### src/rtl/core/adl_pkg.sv
// Shared constants for the audio delay line: field widths, command codes,
// configuration register indexes and reset values. No dependencies.
package adl_pkg;

  // Fixed widths of the channel fields
  localparam int SAMPLE_W = 24;
  localparam int TIME_W   = 24;
  localparam int RATE_W   = 16;
  localparam int DLY_W    = 16;
  localparam int CFG_W    = 17;
  localparam int IDX_W    = 2;

  // Reset value of the buffer length register, in samples
  localparam int BUF_LEN_RESET = 48000;
  // Reset value of the rate register, 48.0 samples per ms in Q8.8
  localparam logic [RATE_W-1:0] RATE_RESET = 16'd12288;

  // Command codes carried in the input word
  localparam logic CMD_SAMPLE = 1'b0;
  localparam logic CMD_CLEAR  = 1'b1;

  // Configuration register indexes
  localparam logic [IDX_W-1:0] REG_DEFAULT_DELAY = 2'd0;
  localparam logic [IDX_W-1:0] REG_BUFFER_LENGTH = 2'd1;
  localparam logic [IDX_W-1:0] REG_RATE_PER_MS   = 2'd2;

endpackage

### src/rtl/core/adl_delay.sv
// Two-stage delay calculation: override time times rate, or the default delay
// for no override; clamp to the active length. Uses adl_pkg for field widths.
module adl_delay #(
  parameter int ADDR_W = 16
) (
  input  logic                                clk,
  input  logic signed [adl_pkg::TIME_W-1:0]   ovr_time,
  input  logic        [adl_pkg::DLY_W-1:0]    dflt_delay,
  input  logic        [adl_pkg::RATE_W-1:0]   rate,
  input  logic        [ADDR_W-1:0]            len_m1,
  output logic        [ADDR_W-1:0]            delay_r
);

  localparam int MAG_W  = adl_pkg::TIME_W - 1;
  localparam int PROD_W = MAG_W + adl_pkg::RATE_W;

  logic [PROD_W-1:0] prod_r;
  logic              zero_r;
  logic              neg_r;
  logic [MAG_W-1:0]  samples;
  logic [ADDR_W-1:0] delay_nxt;

  // Stage one: multiply the magnitude of a positive override by the rate
  always_ff @(posedge clk) begin
    prod_r <= PROD_W'(ovr_time[MAG_W-1:0]) * PROD_W'(rate);
    zero_r <= (ovr_time == '0);
    neg_r  <= ovr_time[adl_pkg::TIME_W-1];
  end

  // Drop the eight fraction bits of the time and the eight of the rate
  assign samples = prod_r[PROD_W-1:adl_pkg::RATE_W];

  // Stage two: select the source and clamp to length minus one
  always_comb begin
    if (zero_r) begin
      delay_nxt = (32'(dflt_delay) > 32'(len_m1)) ? len_m1 : ADDR_W'(dflt_delay);
    end else if (neg_r) begin
      delay_nxt = '0;
    end else begin
      delay_nxt = (32'(samples) > 32'(len_m1)) ? len_m1 : ADDR_W'(samples);
    end
  end

  always_ff @(posedge clk) begin
    delay_r <= delay_nxt;
  end

endmodule
### config.mk
export PLATFORM = sky130hd
export DESIGN_NAME = adl_delay
export DESIGN_NICKNAME = d
export VERILOG_FILES = /design/src/rtl/core/adl_pkg.sv /design/src/rtl/core/adl_delay.sv
export SDC_FILE = /design/constraint.sdc
export NUM_CORES = 1
export LEC_CHECK = 0
export ABC_CLOCK_PERIOD_IN_PS = 8250
export BUFFER_PORTS_ARGS = -buffer_cell sky130_fd_sc_hd__buf_2
export CAP_MARGIN = 10
export CORE_UTILIZATION = 50
export DETAILED_ROUTE_END_ITERATION = 6
export PLACE_DENSITY = 0.81
export SETUP_SLACK_MARGIN = 0.3
export SYNTH_ARGS = -nofsm -noshare
export SYNTH_HDL_FRONTEND = slang
export SYNTH_SLANG_ARGS = --single-unit
### constraint.sdc
create_clock -name clk -period 8.25 [get_ports clk]
set_input_delay 2.475 -clock clk [delete_from_list [all_inputs] [get_ports clk]]
set_output_delay 2.475 -clock clk [all_outputs]
set_load 0.005 [all_outputs]
**Yosys cells after proc, flatten, opt, wreduce, memory -nomap -nowiden**

Index checks and enable logic that the tools add are counted.

- $mul: 1
- Order comparisons: 2
- Muxes and demuxes: 4
- Reduce and logical (&&, ||, !) cells: 1

Operators with widths:

| kind | number |
|---|---|
| $mux W16 | 4 |
| $mul A23 B16 Y39 | 1 |
| $logic_not A24 Y1 | 1 |
| $gt A23 B16 Y1 | 1 |
| $gt A16 B16 Y1 | 1 |

- Register bits: 57
- Output and inout bits: 16
- Word-level logic and storage cells: 12

**Logic depth before layout (Yosys ltp)**

Gate-level depths: netlist (run 1).

- Depth after elaboration: 4
- Gate-level depth with buffers: 23
- Gate-level depth less buffers: 21

**Worst setup path before layout (run 1)**

OpenSTA, ideal clock, no wires.

- Path type: input to register
- Start: in ovr_time[20] in the netlist's numbering
- End: reg prod_r[32]
- Setup time: 120 ps
- Data arrival time: 7,829 ps
- Required time: 8,130 ps
- Slack: 302 ps
- Stages: 22
- Path through: clkbuf_1 -> clkbuf_1 -> nand2_1 -> fa_1 -> inv_1 -> fa_1 -> inv_1 -> fa_1 -> inv_1 -> fa_1 -> fa_1 -> inv_1 -> fa_1 -> inv_1 -> ha_1 -> nand2_1 -> nor2_1 -> nand4_1 -> or3b_2 -> a21oi_1 -> o21ai_0 -> xnor2_1

- Cells in the longest elaborated chain, start to end: 1

RTL lines:

| element | line | RTL |
|---|---|---|
| start: declaration | adl_delay.sv:7 | `input logic signed [adl_pkg::TIME_W-1:0] ovr_time,` |
| $mul A23 B16 Y39 | adl_delay.sv:25 | `prod_r <= PROD_W'(ovr_time[MAG_W-1:0]) * PROD_W'(rate);` |
| end signal: assignment | adl_delay.sv:25 |  |
| end: declaration | adl_delay.sv:17 | `logic [PROD_W-1:0] prod_r;` |

No other way between the ends.

**Final worst setup path (run 1)**

- Start: in ovr_time[7] in the netlist's numbering
- End: reg prod_r[32]

Same word-level chain as after synthesis.

==> impl_results.md, run 1 <==
* Status: finished, final reports clean
* Syn. warnings at 0
* Die Y at 167 µm
* Fmax at 128 MHz
* Sequential area share after synthesis at 0.0600
* Worst-margin pin slew at 0.917 ns
* WL/cell at 17.4 µm
* First-pass GRT wire length at 56.4 mm
* Placement Cell Area at 14,400 µm²
* Yosys top cell area share at 0.426
* Hold-fix buffers, CTS at 0
* Design area at 14,700 µm²
* Startpoint Class: primary input
* Syn_area_per_cell at 8.68 µm²
* EDFF count, synth at 0
* R2R depth at 8
* Sink Count at 41
* H-tree lvl count at 2
* Unrepaired setup endpoints after global routing: false
* Starting Density at 0.509
* CTS tree: done
* Worst Setup End Kind: register
* Share of layout cells above drive strength 1 at 0.0815
* Slew Limit Headroom at 0.386
* Longest Clk Path Bufs at 2
* Rows at 60
* Post-CTS Setup Bufs at 0
* Post-Route WL at 34.1 mm
* Fin Clk Skew at 0.00404 ns
* Crit path DAT at 7.98 ns
* CTS root buf: clkbuf_16
* Area Overhead vs Synth at 7.42%
* Ys async rst share at 0
* Syn_nets at 2,080
* Cell taking the most area after synthesis: fa_1
* Largest cells by area after synthesis: fa_1 (43%), ha_1 (13%), inv_1 (9.7%)
* Final Cycle Share at 0.947
* Kind of critical path: in2reg
* PortBufs at 88
* DRT antenna net count at 0
* Hold depth at 1
* Distinct cells, synth at 54
* First DRT Iteration DRCs at 997
* Die area at 28,000 µm²
* Crit path max fanout at 17
* Worst Path Required at 8.42 ns
* Gp weighted congestion at 0.915
* Die Wd at 167 µm
* Most frequent cell after synthesis: inv_1
* Antenna violations before repair at 1
* Max Cap Viol at 0
* Worst skew pair latency at 0.28 ns
* Gate Count Post-Synth at 1,576
* Final slew viol count at 0
* Synth Cell Area at 13,700 µm²
* CORE AREA at 26,900 µm²
* Tot GR Track Use at 0.252
* Clk slew on worst S/H paths at 0.06 ns
* Nets@finish at 2,123
* Hold Fails Final Rpt at 0
* I/O pins at 89
* Final worst path period need at 7.82 ns
* Via/cell ratio at 5.55
* Ys flop type: dfxtp_1
* Commonest cells post-synth: inv_1 (353), fa_1 (291), nand2_1 (257), and2_1 (148), ha_1 (140)
* Hold Path Class: reg2reg
* DRC Markers at 0
* Fin util at 0.547
* TritonCTS buffer count at 5
* Via count at 10,900
* First-pass DRT Iterations at 6
* Pin count of the biggest net entering global routing at 24
* HPWL Detailed at 27.5 mm
* Vias in the first global route at 11,400
* Final setup vio count at 0
* Number of synthesized register bits at 41
* Congestion Overflow GR at 0
* # diodes at 0
[critical path: stages]
cell and delay [ns]:
clkbuf_4 0.22, and2_1 0.22, fa_1 0.54, inv_1 0.05
fa_1 0.46, fa_1 0.54, fa_1 0.55, inv_1 0.05
fa_1 0.50, fa_1 0.43, ha_1 0.41, nand4_1 0.12
a21oi_1 0.25, a211oi_1 0.13, or3b_2 0.53, a21oi_1 0.22
o21ai_0 0.14, xnor2_1 0.14
[cells in the final DEF, fill, tap and decap left out, types with 15 or more instances in the layout]
| cell type | synthesis | layout |
|---|---|---|
| buf_2 | 1 | 60 |
| and3_1 | 22 | 22 |
| clkbuf_4 | 0 | 19 |
| xnor2_1 | 16 | 16 |
| buf_4 | 0 | 24 |
| and2_1 | 148 | 148 |
| nand2_1 | 257 | 257 |
| a21oi_1 | 47 | 45 |
| inv_1 | 353 | 353 |
| ha_1 | 140 | 139 |
| o21ai_0 | 36 | 33 |
| nor2_1 | 23 | 22 |
| fa_1 | 291 | 291 |
| dfxtp_1 | 41 | 41 |
| nand4_1 | 18 | 18 |
| a221o_1 | 15 | 15 |
[per-stage QoR]
stage / hold slack, ns / std cells / setup slack (ns) / setup TNS (ns)
finish: 0.520 / 1961 / 0.434 / 0
global placement: 0.498 / 1953 / 0.0488 / 0
CTS: 0.519 / 1961 / 0.345 / 0
detailed placement: 0.502 / 1953 / -0.0752 / -0.108
floorplan: 0.459 / 1576 / 0.302 / 0
global route: 0.539 / 1961 / 0.280 / 0
[final timing paths]
kind	from	endpoint	slack [ns]
min	prod_r[26]	delay_r[10]	0.52
max	ovr_time[7]	prod_r[32]	0.43
max reg2reg	prod_r[18]	delay_r[15]	5.46
min reg2reg	prod_r[26]	delay_r[10]	0.52
[logic make-up after synthesis]
family	count (synthesis)	synth area share
AND/OR/NAND/NOR	502	0.179
adder cells (fa/ha/maj)	431	0.554
buffers and inverters	424	0.117
AO/OA/AOI/OAI	150	0.0719
flip-flops	41	0.0600
XOR/XNOR	26	0.0166
multiplexers	2	0.00146
[state kept, by name, indices dropped and copies added (netlist names)]
name / flops
delay_r: 16
neg_r: 1
prod_r: 23
zero_r: 1
[timing repair]
action / in CTS / in global routing
gates resized for setup: 7 / 44
endpoints found under the setup margin: 3 / 12
hold endpoints to repair: 0 / 0
pin swaps: 0 / 1
[cell type report]
class / count / area [µm²]
Clock inverter: 3 / 17.5
Timing Repair Buffer: 107 / 668
Multi-Input combinational cell: 1111 / 11300
Tap cell: 341 / 427
Fill cell: 2365 / 12200
Clock buffer: 5 / 125
Inverter: 353 / 1330
Sequential cell: 41 / 821
[per-layer routing]
layer / vias to the layer above / routed length, µm / part of all wire / track usage
met3: 64 / 3310 / 0.097 / 0.0494
met1: 5339 / 14600 / 0.43 / 0.344
met4: 2 / 718 / 0.021 / 0.0662
met5: - / 12 / 0.00035 / 0
li1: 4882 / - / - / -
met2: 597 / 15500 / 0.45 / 0.411
Power of run 1 is left out: the tool's default activity adds up to more than one toggle a clock period on the data nets, which glitch-free logic cannot reach.
==> inputs of run 2 (changes only) <==
--- a/config.mk
+++ b/config.mk
@@ -8,9 +8,10 @@
 export ABC_CLOCK_PERIOD_IN_PS = 8250
 export BUFFER_PORTS_ARGS = -buffer_cell sky130_fd_sc_hd__buf_2
 export CAP_MARGIN = 10
-export CORE_UTILIZATION = 50
+export CORE_UTILIZATION = 55
 export DETAILED_ROUTE_END_ITERATION = 6
-export PLACE_DENSITY = 0.81
+export PLACE_DENSITY = 0.87
+export REMOVE_ABC_BUFFERS = 1
 export SETUP_SLACK_MARGIN = 0.3
 export SYNTH_ARGS = -nofsm -noshare
 export SYNTH_HDL_FRONTEND = slang
==> run 2 against run 1 <==
Register-to-register slack lost 0.06 ns. Hold slack lost 0.010 ns. Maximum frequency is essentially flat. Highest routed layer is now met4. Critical path depth grew 2. Largest cell class unchanged. Critical path type unchanged. Utilization grew 5.4 points. Non-clock buffer count shrank 1. Design area shrank 0.26%. Critical endpoint unchanged.
==> impl_results.md, run 2 (synthesis gave the netlist of run 1 again) <==
* Status: finished, final reports clean (unchanged)
* Via/cell ratio at 5.65 (was 5.55)
* R2R depth at 8 (unchanged)
* Final setup vio count at 0 (unchanged)
* CP Launch Point: rate[6] (was ovr_time[7])
* Slew Limit Headroom at 0.304 (was 0.386)
* Gp weighted congestion at 0.898 (was 0.915)
* Antenna violations before repair at 0 (was 1)
* Hold Path Class: reg2reg (unchanged)
* Crit-path max cell delay at 0.54 ns (was 0.55 ns)
* Worst skew pair latency at 0.29 ns (was 0.28 ns)
* DRT antenna net count at 0 (unchanged)
* Most frequent cells in the layout: inv_1 (353), fa_1 (291), nand2_1 (257) (unchanged)
* Worst Setup End Kind: register (unchanged)
* Worst Setup EP: prod_r[32] (unchanged)
* HPWL Detailed at 28.4 mm (was 27.5 mm)
* Reg2reg setup slack at 5.40 ns (was 5.46 ns)
* Congestion Overflow GR at 0 (unchanged)
* Seq. cell area at 821 µm² (unchanged)
* Die Y at 160 µm (was 167 µm)
* Post-Route WL at 34.6 mm (was 34.1 mm)
* Unrepaired setup endpoints after global routing: true (was false)
* First-pass DRT Iterations at 6 (unchanged)
* Commonest non-fill, non-tap cell in the layout: inv_1 (unchanged)
* Fmax at 128 MHz (about the same)
* Final Cycle Share at 0.948 (was 0.947)
* Tot GR Track Use at 0.285 (was 0.252)
* Multi-input gate area at 11,300 µm² (about the same)
* First-pass GRT wire length at 58.5 mm (was 56.4 mm)
* Worst-margin pin slew at 1.04 ns (was 0.917 ns)
* Met1 WL at 13.9 mm (was 14.6 mm)
* H-tree lvl count at 2 (unchanged)
* Clk slew on worst S/H paths at 0.06 ns (about the same)
* Number of fill cells at 2,048 (was 2,365)
* Cell Count, Final, Fillers Out at 1,943 (was 1,961)
* R2R Path End: delay_r[12] (was delay_r[15])
* CORE AREA at 24,400 µm² (was 26,900 µm²)
* Share of layout cells above drive strength 1 at 0.0815 (about the same)
* WL/cell at 17.8 µm (was 17.4 µm)
* CTS root buf: clkbuf_16 (unchanged)
* Starting Density at 0.561 (was 0.509)
* Max Cap Viol at 0 (unchanged)
* Crit-path cells: clkbuf_4 > and2_1 > fa_1 > inv_1 > fa_1 > fa_1 > inv_1 > fa_1 > fa_1 > inv_1 > fa_1 > inv_1 > ha_2 > nand2_1 > nor2_1 > nand4_1 > or3b_2 > a21oi_1 > o21ai_0 > xnor2_1 (was clkbuf_4 > and2_1 > fa_1 > inv_1 > fa_1 > fa_1 > fa_1 > inv_1 > fa_1 > fa_1 > ha_1 > nand4_1 > a21oi_1 > a211oi_1 > or3b_2 > a21oi_1 > o21ai_0 > xnor2_1)
* Startpoint Class: primary input (unchanged)
* Fin Clk Skew at 0.00423 ns (was 0.00404 ns)
* Die area at 25,500 µm² (was 28,000 µm²)
* First DRT Iteration DRCs at 759 (was 997)
* Via count at 11,000 (was 10,900)
* I/O pins at 89 (unchanged)
* # diodes at 0 (unchanged)
* Top layer in use: met4 (was met5)
* Vias in the first global route at 12,200 (was 11,400)
* Max reg flops at 23 (unchanged)
* Nets@finish at 2,122 (was 2,123)
* Area Overhead vs Synth at 7.13% (was 7.42%)
* Sink Count at 41 (unchanged)
* Longest Clk Path Bufs at 2 (unchanged)
* Pin count of the biggest net entering global routing at 24 (unchanged)
* Crit path max fanout at 23 (was 17)
* DRC Markers at 0 (unchanged)
* Wire length on met3 at 2.67 mm (was 3.31 mm)
* Biggest register: prod_r (unchanged)
* Worst Path Required at 8.42 ns (about the same)
* Crit path DAT at 7.99 ns (was 7.98 ns)
* Top cell by count, worst path: fa_1 (unchanged)
* DP Cell Count at 1,935 (was 1,953)
* TritonCTS buffer count at 5 (unchanged)
* Slowest-stage cell, CP: fa_1 (unchanged)
* Critical R2R Launch: prod_r[20] (was prod_r[18])
* Largest registers: prod_r x23, delay_r x16 (unchanged)
* PortBufs at 88 (unchanged)
* Hold Fails Final Rpt at 0 (unchanged)
* Routed met2 length at 17.1 mm (was 15.5 mm)
* CTS tree: done (unchanged)
* Kind of critical path: in2reg (unchanged)
* Rows at 57 (was 60)
* Die Wd at 160 µm (was 167 µm)
* Final slew viol count at 0 (unchanged)
* Final worst path period need at 7.82 ns (about the same)
-- run 2: worst min-delay path by stage --
stage,start,end,slack [ns],depth (start not counted)
final,prod_r[20],delay_r[4],0.51,1
after global routing,prod_r[31],delay_r[15],0.52,1
after CTS,prod_r[20],delay_r[4],0.51,1
after detailed placement,prod_r[20],delay_r[4],0.50,1
after global placement,prod_r[20],delay_r[4],0.49,1
after floorplan,prod_r[26],delay_r[10],0.46,1
-- run 2: area by class of cell --
cell class | count | share of cell area
inverters | 353 | 0.0904
repair buffers | 106 | 0.0438
multi-input cells | 1111 | 0.772
clock buffers | 5 | 0.00853
clock inverters | 3 | 0.00196
flip-flops and latches | 41 | 0.0560
well taps | 324 | 0.0277
-- run 2: per-layer routing --
| layer | track usage | vias to the layer above |
|---|---|---|
| li1 | - | 4879 |
| met1 | 0.368 | 5453 |
| met2 | 0.495 | 543 |
| met3 | 0.0358 | 94 |
| met4 | 0.0940 | 0 |
| met5 | 0 | - |
-- run 2: timing repair --
item	CTS	global route
endpoints found under the setup margin	4	15
buffers inserted	0	0
pin swaps	0	2
hold buffers	0	0
cloned	0	0
gates resized for setup	3	44
-- run 2: worst max-delay path: cells and delay by family --
family                   cells  cell delay, ns
XOR/XNOR                     1            0.14
buffers and inverters        5            0.47
adder cells (fa/ha/maj)      7            3.40
AND/OR/NAND/NOR              5            1.12
AO/OA/AOI/OAI                2            0.37
-- run 2: through the flow --
step	instance area, µm²	setup slack (ns)	TNS, ns	hold WS [ns]	util
after floorplan	13400	0.790	0	0.459	-
after global placement	14400	-0.0160	-0.0240	0.495	0.590
after detailed placement	14400	-0.0619	-0.129	0.497	0.590
after CTS	14500	0.257	0	0.512	0.596
after global routing	14700	0.276	0	0.521	0.601
final	14700	0.433	0	0.510	0.601
Power of run 2 is left out for the same reason.
